File: src/vebc_pkg.sv
package vebc_pkg;

  // Default chunk geometry
  localparam int CHUNK_WIDTH_DEF  = 16;
  localparam int CHUNK_HEIGHT_DEF = 256;
  localparam int CHUNK_DEPTH_DEF  = 16;

  // Configuration port
  localparam int CFG_IDX_W  = 1;
  localparam int CFG_DATA_W = 16;
  localparam logic [CFG_IDX_W-1:0] REG_CHUNK_X = 1'd0;
  localparam logic [CFG_IDX_W-1:0] REG_CHUNK_Z = 1'd1;

  // Request function codes
  localparam logic FUNC_LOAD = 1'b0;
  localparam logic FUNC_SCAN = 1'b1;

  // Neighbor read steps, center read is issued on accept
  localparam logic [2:0] STEP_XN = 3'd1;
  localparam logic [2:0] STEP_XP = 3'd2;
  localparam logic [2:0] STEP_YN = 3'd3;
  localparam logic [2:0] STEP_YP = 3'd4;
  localparam logic [2:0] STEP_ZN = 3'd5;
  localparam logic [2:0] STEP_ZP = 3'd6;

  localparam logic [1:0] KIND_AIR = 2'd0;

  typedef struct packed {
    logic       func;
    logic [3:0] cell_x;
    logic [7:0] cell_y;
    logic [3:0] cell_z;
    logic [1:0] block_kind;
  } in_req_t;

  typedef struct packed {
    logic               exposed;
    logic [1:0]         kind_out;
    logic signed [19:0] world_x;
    logic [7:0]         world_y;
    logic signed [19:0] world_z;
  } out_res_t;

  typedef struct packed {
    logic wr;
    logic rd;
  } mem_cmd_t;

  typedef enum logic [1:0] {
    ST_IDLE,
    ST_READ,
    ST_DRAIN
  } scan_state_t;

endpackage

File: src/vebc_ctrl.sv
module vebc_ctrl #(
  parameter int CHUNK_WIDTH  = vebc_pkg::CHUNK_WIDTH_DEF,
  parameter int CHUNK_HEIGHT = vebc_pkg::CHUNK_HEIGHT_DEF,
  parameter int CHUNK_DEPTH  = vebc_pkg::CHUNK_DEPTH_DEF,
  localparam int DEPTH = CHUNK_WIDTH * CHUNK_HEIGHT * CHUNK_DEPTH,
  localparam int AW    = $clog2(DEPTH)
) (
  input  logic                clk,
  input  logic                rst_n,
  input  logic                in_valid,
  output logic                in_stall,
  input  vebc_pkg::in_req_t   in_req,
  input  logic signed [15:0]  chunk_x,
  input  logic signed [15:0]  chunk_z,
  output logic                out_valid,
  input  logic                out_stall,
  output vebc_pkg::out_res_t  out_res,
  output vebc_pkg::mem_cmd_t  mem_cmd,
  output logic [AW-1:0]       mem_addr,
  output logic [1:0]          mem_wdata,
  input  logic [1:0]          mem_rdata
);

  localparam logic [AW-1:0] OFF_X = AW'(CHUNK_HEIGHT * CHUNK_DEPTH);
  localparam logic [AW-1:0] OFF_Y = AW'(CHUNK_DEPTH);
  localparam logic [AW-1:0] OFF_Z = AW'(1);

  vebc_pkg::scan_state_t state_r, state_nxt;
  logic [2:0]         step_r, step_nxt;
  logic [AW-1:0]      addr_r;
  logic [3:0]         x_r;
  logic [7:0]         y_r;
  logic [3:0]         z_r;
  logic               inside_r;
  logic               face_r;
  logic [1:0]         kind_r;
  logic               air_r;
  logic               rd_vld_r;
  logic               rd_center_r;
  logic               out_valid_r, out_valid_nxt;
  vebc_pkg::out_res_t out_res_r;

  logic          accept;
  logic          is_scan;
  logic [AW-1:0] in_addr;
  logic          in_inside;
  logic          in_face;
  logic [AW-1:0] nb_addr;
  logic [1:0]    fin_kind;
  logic          fin_air;
  logic          load_out;
  vebc_pkg::out_res_t res;

  assign in_stall = (state_r != vebc_pkg::ST_IDLE);
  assign accept   = in_valid && !in_stall;
  assign is_scan  = (in_req.func == vebc_pkg::FUNC_SCAN);

  // Decode the incoming cell: linear address, range check, chunk face
  always_comb begin
    in_addr = AW'(in_req.cell_x) * OFF_X + AW'(in_req.cell_y) * OFF_Y + AW'(in_req.cell_z);
    in_inside = (int'(in_req.cell_x) < CHUNK_WIDTH) &&
                (int'(in_req.cell_y) < CHUNK_HEIGHT) &&
                (int'(in_req.cell_z) < CHUNK_DEPTH);
    in_face = (in_req.cell_x == '0) || (in_req.cell_y == '0) || (in_req.cell_z == '0) ||
              (int'(in_req.cell_x) == CHUNK_WIDTH - 1) ||
              (int'(in_req.cell_y) == CHUNK_HEIGHT - 1) ||
              (int'(in_req.cell_z) == CHUNK_DEPTH - 1);
  end

  // Neighbor address for the current step
  always_comb begin
    case (step_r)
      vebc_pkg::STEP_XN: nb_addr = addr_r - OFF_X;
      vebc_pkg::STEP_XP: nb_addr = addr_r + OFF_X;
      vebc_pkg::STEP_YN: nb_addr = addr_r - OFF_Y;
      vebc_pkg::STEP_YP: nb_addr = addr_r + OFF_Y;
      vebc_pkg::STEP_ZN: nb_addr = addr_r - OFF_Z;
      vebc_pkg::STEP_ZP: nb_addr = addr_r + OFF_Z;
      default:           nb_addr = addr_r;
    endcase
  end

  // Fold in the read that may still be in flight
  always_comb begin
    fin_kind = kind_r;
    fin_air  = air_r;
    if (rd_vld_r) begin
      if (rd_center_r) begin
        fin_kind = mem_rdata;
      end else if (mem_rdata == vebc_pkg::KIND_AIR) begin
        fin_air = 1'b1;
      end
    end
    res.exposed  = inside_r && (fin_kind != vebc_pkg::KIND_AIR) && (face_r || fin_air);
    res.kind_out = inside_r ? fin_kind : vebc_pkg::KIND_AIR;
    res.world_x  = 20'(int'(chunk_x) * CHUNK_WIDTH + int'(x_r));
    res.world_y  = y_r;
    res.world_z  = 20'(int'(chunk_z) * CHUNK_WIDTH + int'(z_r));
  end

  // Sequencer: next state and memory commands
  always_comb begin
    state_nxt   = state_r;
    step_nxt    = step_r;
    mem_cmd.wr  = 1'b0;
    mem_cmd.rd  = 1'b0;
    mem_addr    = in_addr;
    mem_wdata   = in_req.block_kind;
    load_out    = 1'b0;
    case (state_r)
      vebc_pkg::ST_IDLE: begin
        mem_cmd.wr = accept && !is_scan && in_inside;
        mem_cmd.rd = accept && is_scan && in_inside;
        step_nxt   = vebc_pkg::STEP_XN;
        if (accept && is_scan) begin
          if (in_inside && !in_face) begin
            state_nxt = vebc_pkg::ST_READ;
          end else begin
            state_nxt = vebc_pkg::ST_DRAIN;
          end
        end
      end
      vebc_pkg::ST_READ: begin
        mem_cmd.rd = 1'b1;
        mem_addr   = nb_addr;
        step_nxt   = step_r + 3'd1;
        if (step_r == vebc_pkg::STEP_ZP) begin
          state_nxt = vebc_pkg::ST_DRAIN;
        end
      end
      vebc_pkg::ST_DRAIN: begin
        if (!out_valid_r || !out_stall) begin
          load_out  = 1'b1;
          state_nxt = vebc_pkg::ST_IDLE;
        end
      end
      default: begin
        state_nxt = vebc_pkg::ST_IDLE;
      end
    endcase
  end

  always_comb begin
    if (load_out) begin
      out_valid_nxt = 1'b1;
    end else if (!out_stall) begin
      out_valid_nxt = 1'b0;
    end else begin
      out_valid_nxt = out_valid_r;
    end
  end

  // Control registers
  always_ff @(posedge clk) begin
    if (!rst_n) begin
      state_r     <= vebc_pkg::ST_IDLE;
      out_valid_r <= 1'b0;
      rd_vld_r    <= 1'b0;
    end else begin
      state_r     <= state_nxt;
      out_valid_r <= out_valid_nxt;
      rd_vld_r    <= mem_cmd.rd;
    end
  end

  // Request context and accumulated scan state
  always_ff @(posedge clk) begin
    step_r      <= step_nxt;
    rd_center_r <= (state_r == vebc_pkg::ST_IDLE);
    if (accept && is_scan) begin
      addr_r   <= in_addr;
      x_r      <= in_req.cell_x;
      y_r      <= in_req.cell_y;
      z_r      <= in_req.cell_z;
      inside_r <= in_inside;
      face_r   <= in_face;
      kind_r   <= vebc_pkg::KIND_AIR;
      air_r    <= 1'b0;
    end else begin
      kind_r <= fin_kind;
      air_r  <= fin_air;
    end
    if (load_out) begin
      out_res_r <= res;
    end
  end

  assign out_valid = out_valid_r;
  assign out_res   = out_res_r;

endmodule

File: config.mk
export PLATFORM = sky130hd
export DESIGN_NAME = vebc_ctrl
export DESIGN_NICKNAME = d
export VERILOG_FILES = /design/src/vebc_pkg.sv /design/src/vebc_ctrl.sv
export SDC_FILE = /design/constraint.sdc
export NUM_CORES = 1
export LEC_CHECK = 0
export BUFFER_PORTS_ARGS = -buffer_cell sky130_fd_sc_hd__buf_2
export CORE_MARGIN = 1.5
export CORE_UTILIZATION = 47
export DETAILED_ROUTE_END_ITERATION = 7
export GPL_TIMING_DRIVEN = 0
export PLACE_DENSITY = 0.79
export SLEW_MARGIN = 15
export SYNTH_ARGS = -nofsm -noshare
export SYNTH_HDL_FRONTEND = slang
export SYNTH_SLANG_ARGS = --single-unit
File: constraint.sdc
create_clock -name clk -period 3.7 [get_ports clk]
set_clock_uncertainty 0.05 [all_clocks]
set_input_delay 0.185 -clock clk [delete_from_list [all_inputs] [get_ports clk]]
set_output_delay 0.185 -clock clk [all_outputs]
set_load 0.03 [all_outputs]
==> impl_metrics.prom <==
# TYPE chip_impl_metric gauge
chip_impl_metric{name="place.detailed.hpwl",unit="mm"} 8.22
chip_impl_metric{name="synth_compound_area_frac",unit=""} 0.167
chip_impl_info{name="run_status",value="completed"} 1
chip_impl_info{name="critical-path-top-delay-family",value="simple AND/OR/NAND/NOR gates"} 1
chip_impl_metric{name="final-setup-viol-count",unit=""} 0
chip_impl_metric{name="nNetsFinal",unit=""} 687
chip_impl_metric{name="yosys_register_bits",unit=""} 79
chip_impl_metric{name="multi_input_comb_area",unit="mm²"} 0.00220
chip_impl_metric{name="fillerInstances",unit=""} 745
chip_impl_metric{name="synth_top_cell_area_share",unit=""} 0.476
chip_impl_metric{name="part_of_the_yosys_area_used_for_sequential_elements",unit=""} 0.511
chip_impl_metric{name="syn_inst",unit=""} 408
chip_impl_info{name="synthDominantAreaCellType",value="sky130_fd_sc_hd__edfxtp_1"} 1
chip_impl_metric{name="timing.reg2reg.setup_slack",unit="ns"} 1.84
chip_impl_info{name="main_combinational_cell_family_by_area_after_synthesis",value="compound AO/OA/AOI/OAI gates"} 1
chip_impl_info{name="hold_end",value="addr_r[8]"} 1
chip_impl_info{name="crit_chain",value="inv_2 > ha_2 > nand2_4 > ha_1 > o21ai_1 > o21a_1 > or3_1 > nand3_1 > or3b_1 > a31oi_1 > buf_2"} 1
chip_impl_metric{name="fp.dieArea",unit="mm²"} 0.0101
chip_impl_metric{name="synth-simple-area-share",unit=""} 0.142
chip_impl_metric{name="period_utilization",unit=""} 0.960
chip_impl_info{name="postSynth.topFlopCell",value="sky130_fd_sc_hd__edfxtp_1"} 1
chip_impl_metric{name="clock_sink_total",unit=""} 79
chip_impl_metric{name="power.density_cell_area",unit="mW/mm²"} 377
chip_impl_metric{name="max_slew.worst_pin.slew",unit="ns"} 0.917
chip_impl_metric{name="cp_num_buf_inv",unit=""} 2
chip_impl_metric{name="worstSkewPairLatency",unit="ns"} 0.36
chip_impl_metric{name="worst_hold_path.num_cells",unit=""} 1
chip_impl_metric{name="timing.reg2reg.worst_path_depth",unit=""} 6
chip_impl_info{name="r2r-end",value="state_r[1]"} 1
chip_impl_metric{name="ys_async_sr_fraction",unit=""} 0
chip_impl_metric{name="worstPathMaxFanout",unit=""} 12
chip_impl_info{name="worstHoldStart",value="in_req[10]"} 1
chip_impl_metric{name="critPathArrivalTime",unit="ns"} 3.32
chip_impl_metric{name="final_instance_area",unit="mm²"} 0.00606
chip_impl_metric{name="num_io_pins",unit=""} 130
chip_impl_metric{name="grt_antenna_before_repair",unit=""} 0
chip_impl_info{name="setup.worst_path.end_class",value="primary output"} 1
chip_impl_info{name="cpMaxStageDelayCell",value="sky130_fd_sc_hd__edfxtp_1"} 1
chip_impl_metric{name="hold_violations",unit=""} 0
chip_impl_metric{name="seq_area",unit="mm²"} 0.00229
chip_impl_info{name="crit_type",value="register to primary output"} 1
chip_impl_info{name="yosys-top-cells-count",value="sky130_fd_sc_hd__edfxtp_1, sky130_fd_sc_hd__nor2_1, sky130_fd_sc_hd__a21oi_1"} 1
chip_impl_metric{name="synth_enable_flop_cells",unit=""} 71
chip_impl_metric{name="maxSlewViolCount",unit=""} 0
chip_impl_metric{name="synth-adder-area-share",unit=""} 0.105
chip_impl_metric{name="yosys.cell_types.count",unit=""} 53
chip_impl_metric{name="drt-total-wl",unit="mm"} 11.7
chip_impl_info{name="yosys-top-cells-area",value="sky130_fd_sc_hd__edfxtp_1, sky130_fd_sc_hd__ha_1, sky130_fd_sc_hd__a21oi_1, sky130_fd_sc_hd__dfxtp_1, sky130_fd_sc_hd__nor2_1"} 1
chip_impl_metric{name="timing.critical_path.required",unit="ns"} 3.46
chip_impl_info{name="critPathLaunchType",value="register"} 1
chip_impl_info{name="critical_path.reg2reg.startpoint",value="state_r[1]"} 1
chip_impl_metric{name="grt_pass1_wl",unit="mm"} 18.2
chip_impl_metric{name="drv_cap",unit=""} 0
chip_impl_metric{name="grt.met1_usage",unit=""} 0.296
chip_impl_info{name="tritoncts",value="built"} 1
chip_impl_metric{name="met3_usage",unit=""} 0.0354
chip_impl_metric{name="layout-drive-gt1-share",unit=""} 0.287
chip_impl_metric{name="first_global_vias",unit=""} 3806
chip_impl_metric{name="cts_made_buffers",unit=""} 9
chip_impl_metric{name="syn-mean-instance-area",unit="µm²"} 11.0
chip_impl_metric{name="routedWlPerCell",unit="µm"} 16.1
chip_impl_metric{name="area_grow_syn2layout",unit="%"} 35.1
chip_impl_metric{name="power.leakage",unit="nW"} 2.42
chip_impl_metric{name="critPathMaxStageDelay",unit="ns"} 0.45
chip_impl_metric{name="post-route-util",unit=""} 0.656
chip_impl_metric{name="synthesis.area",unit="mm²"} 0.00448
chip_impl_metric{name="grt_overflow",unit=""} 0
chip_impl_metric{name="vias",unit=""} 3976
chip_impl_metric{name="drt_first_iter_violations",unit=""} 238
chip_impl_metric{name="global_route_total_usage_across_every_layer",unit=""} 0.233
chip_impl_metric{name="die_width",unit="µm"} 101
chip_impl_metric{name="cts.path.max_buffers",unit=""} 2
chip_impl_info{name="min_path_type",value="input pin to register"} 1
chip_impl_metric{name="globalplace.congestion",unit=""} 0.836
chip_impl_metric{name="synth.mux.area_fraction",unit=""} 0.0162
chip_impl_metric{name="ys_warn_count",unit=""} 0
chip_impl_metric{name="irDropWorstVdd",unit="mV"} 0.241
chip_impl_metric{name="dpl_cell_area",unit="mm²"} 0.00534
chip_impl_metric{name="design.core.area",unit="mm²"} 0.00924
chip_impl_metric{name="via_per_inst",unit=""} 5.46
chip_impl_metric{name="cts_htree_levels",unit=""} 3
chip_impl_metric{name="synth_xor_xnor_area_share",unit=""} 0.0371
chip_impl_metric{name="maxClockFrequency",unit="MHz"} 282
chip_impl_metric{name="die_height",unit="µm"} 101
chip_impl_metric{name="total_of_buffers_placed_on_input_and_output_ports",unit=""} 127
chip_impl_metric{name="floorplan.initialDensity",unit=""} 0.485
chip_impl_info{name="yosysMostFrequentCell",value="sky130_fd_sc_hd__edfxtp_1"} 1
chip_impl_metric{name="drc",unit=""} 0
chip_impl_metric{name="globalRouteMet2Util",unit=""} 0.400
chip_impl_metric{name="fin_crit",unit="ns"} 3.55
chip_impl_metric{name="n_antenna_cell",unit=""} 0
chip_impl_metric{name="clk_transition_reported_paths",unit="ns"} 0.08
chip_impl_metric{name="worst_slew_margin_rel",unit=""} 0.389
chip_impl_metric{name="first_pass_iters",unit=""} 4
chip_impl_metric{name="syn_nets",unit=""} 501
chip_impl_metric{name="floorplan.rows",unit=""} 35
chip_impl_metric{name="detail_route_antenna_nets",unit=""} 0
chip_impl_info{name="clock_tree.root_cell",value="sky130_fd_sc_hd__clkbuf_8"} 1
chip_impl_metric{name="pin_count_of_the_biggest_net_entering_global_routing",unit=""} 27
chip_impl_info{name="globalRoute.busiestLayer",value="met2"} 1
[worst max path at each step]
stage,from,to,depth (start not counted)
5_1_grt,step_r[0],mem_addr[15],12
2_1_floorplan,step_r[0],mem_addr[13],10
3_3_place_gp,state_r[0],out_res[37],2
4_1_cts,step_r[0],mem_addr[15],11
3_5_place_dp,step_r[0],mem_addr[13],11
6_report,step_r[0],mem_addr[15],11
[sequential cells by signal, indices dropped and copies added, names as in the netlist]
name	cells
addr_r	16
rd_vld_r	1
out_valid	1
state_r	2
air_r	1
face_r	1
out_res	51
rd_center_r	1
step_r	3
kind_r	2
[routing by layer]
layer / wire (µm) / up-vias / share of wire
met5: 0 / - / 0
met4: 223 / 0 / 0.019
met3: 687 / 19 / 0.059
met2: 5600 / 154 / 0.48
met1: 5200 / 1863 / 0.44
li1: - / 1940 / -
[placed cells by master (no fill, tap or decap), types with 7 or more instances in the layout]
cell	netlist	routed
sky130_fd_sc_hd__a21oi_1	36	35
sky130_fd_sc_hd__nor3_1	12	12
sky130_fd_sc_hd__nand4_1	8	8
sky130_fd_sc_hd__inv_1	11	10
sky130_fd_sc_hd__dlygate4sd3_1	0	45
sky130_fd_sc_hd__o21ai_0	21	19
sky130_fd_sc_hd__ha_1	33	30
sky130_fd_sc_hd__clkbuf_8	0	9
sky130_fd_sc_hd__buf_2	3	129
sky130_fd_sc_hd__nor2_1	37	37
sky130_fd_sc_hd__xnor2_1	13	13
sky130_fd_sc_hd__dfxtp_1	8	8
sky130_fd_sc_hd__nand2_1	32	30
sky130_fd_sc_hd__a221oi_1	7	7
sky130_fd_sc_hd__edfxtp_1	71	71
[kinds of logic after synthesis]
logic type / Yosys count
AOI/OAI and AO/OA: 115
and+or+nand+nor: 130
buffers and inverters: 22
adders and majority gates: 36
muxes: 7
DFF: 79
xor gates and xnor gates: 19
[power by group]
part	total, W	leakage [nW]	internal [W]	switching (W)
Clock	0.000566	0.0797	0.000244	0.000322
Sequential	0.00107	0.719	0.00103	0.0000333
Combinational	0.000654	1.62	0.000249	0.000405
Total	0.00229	2.42	0.00153	0.000760
[area by class of cell]
| class | count | area share |
|---|---|---|
| flip-flops and latches | 79 | 0.378 |
| multi-input cells | 307 | 0.363 |
| repair buffers | 175 | 0.189 |
| well taps | 129 | 0.0266 |
| clock buffers | 11 | 0.0217 |
| plain buffers | 11 | 0.00909 |
| inverters | 11 | 0.00682 |
| clock inverters | 5 | 0.00558 |
[what timing repair did]
item,CTS,global route
pin swaps,0,2
hold buffers,45,0
buffers inserted,0,1
setup endpoints to repair,11,6
gates resized for setup,12,9
hold endpoints to repair,45,0
[per-stage QoR]
stage	setup slack, ns	setup TNS, ns	total power, W	hold slack [ns]	cells
after floorplan	0.150	0	0.00149	0.234	408
after global placement	-0.916	-47.45	0.00166	0.311	664
after detailed placement	-0.335	-1.38	0.00168	0.313	666
after CTS	0.00677	0	0.00228	0.00418	727
after global routing	-0.00832	-0.00832	0.00240	0.0100	728
final	0.150	0	0.00229	0.00582	728
No activity file was read; power rests on OpenSTA's default activity.
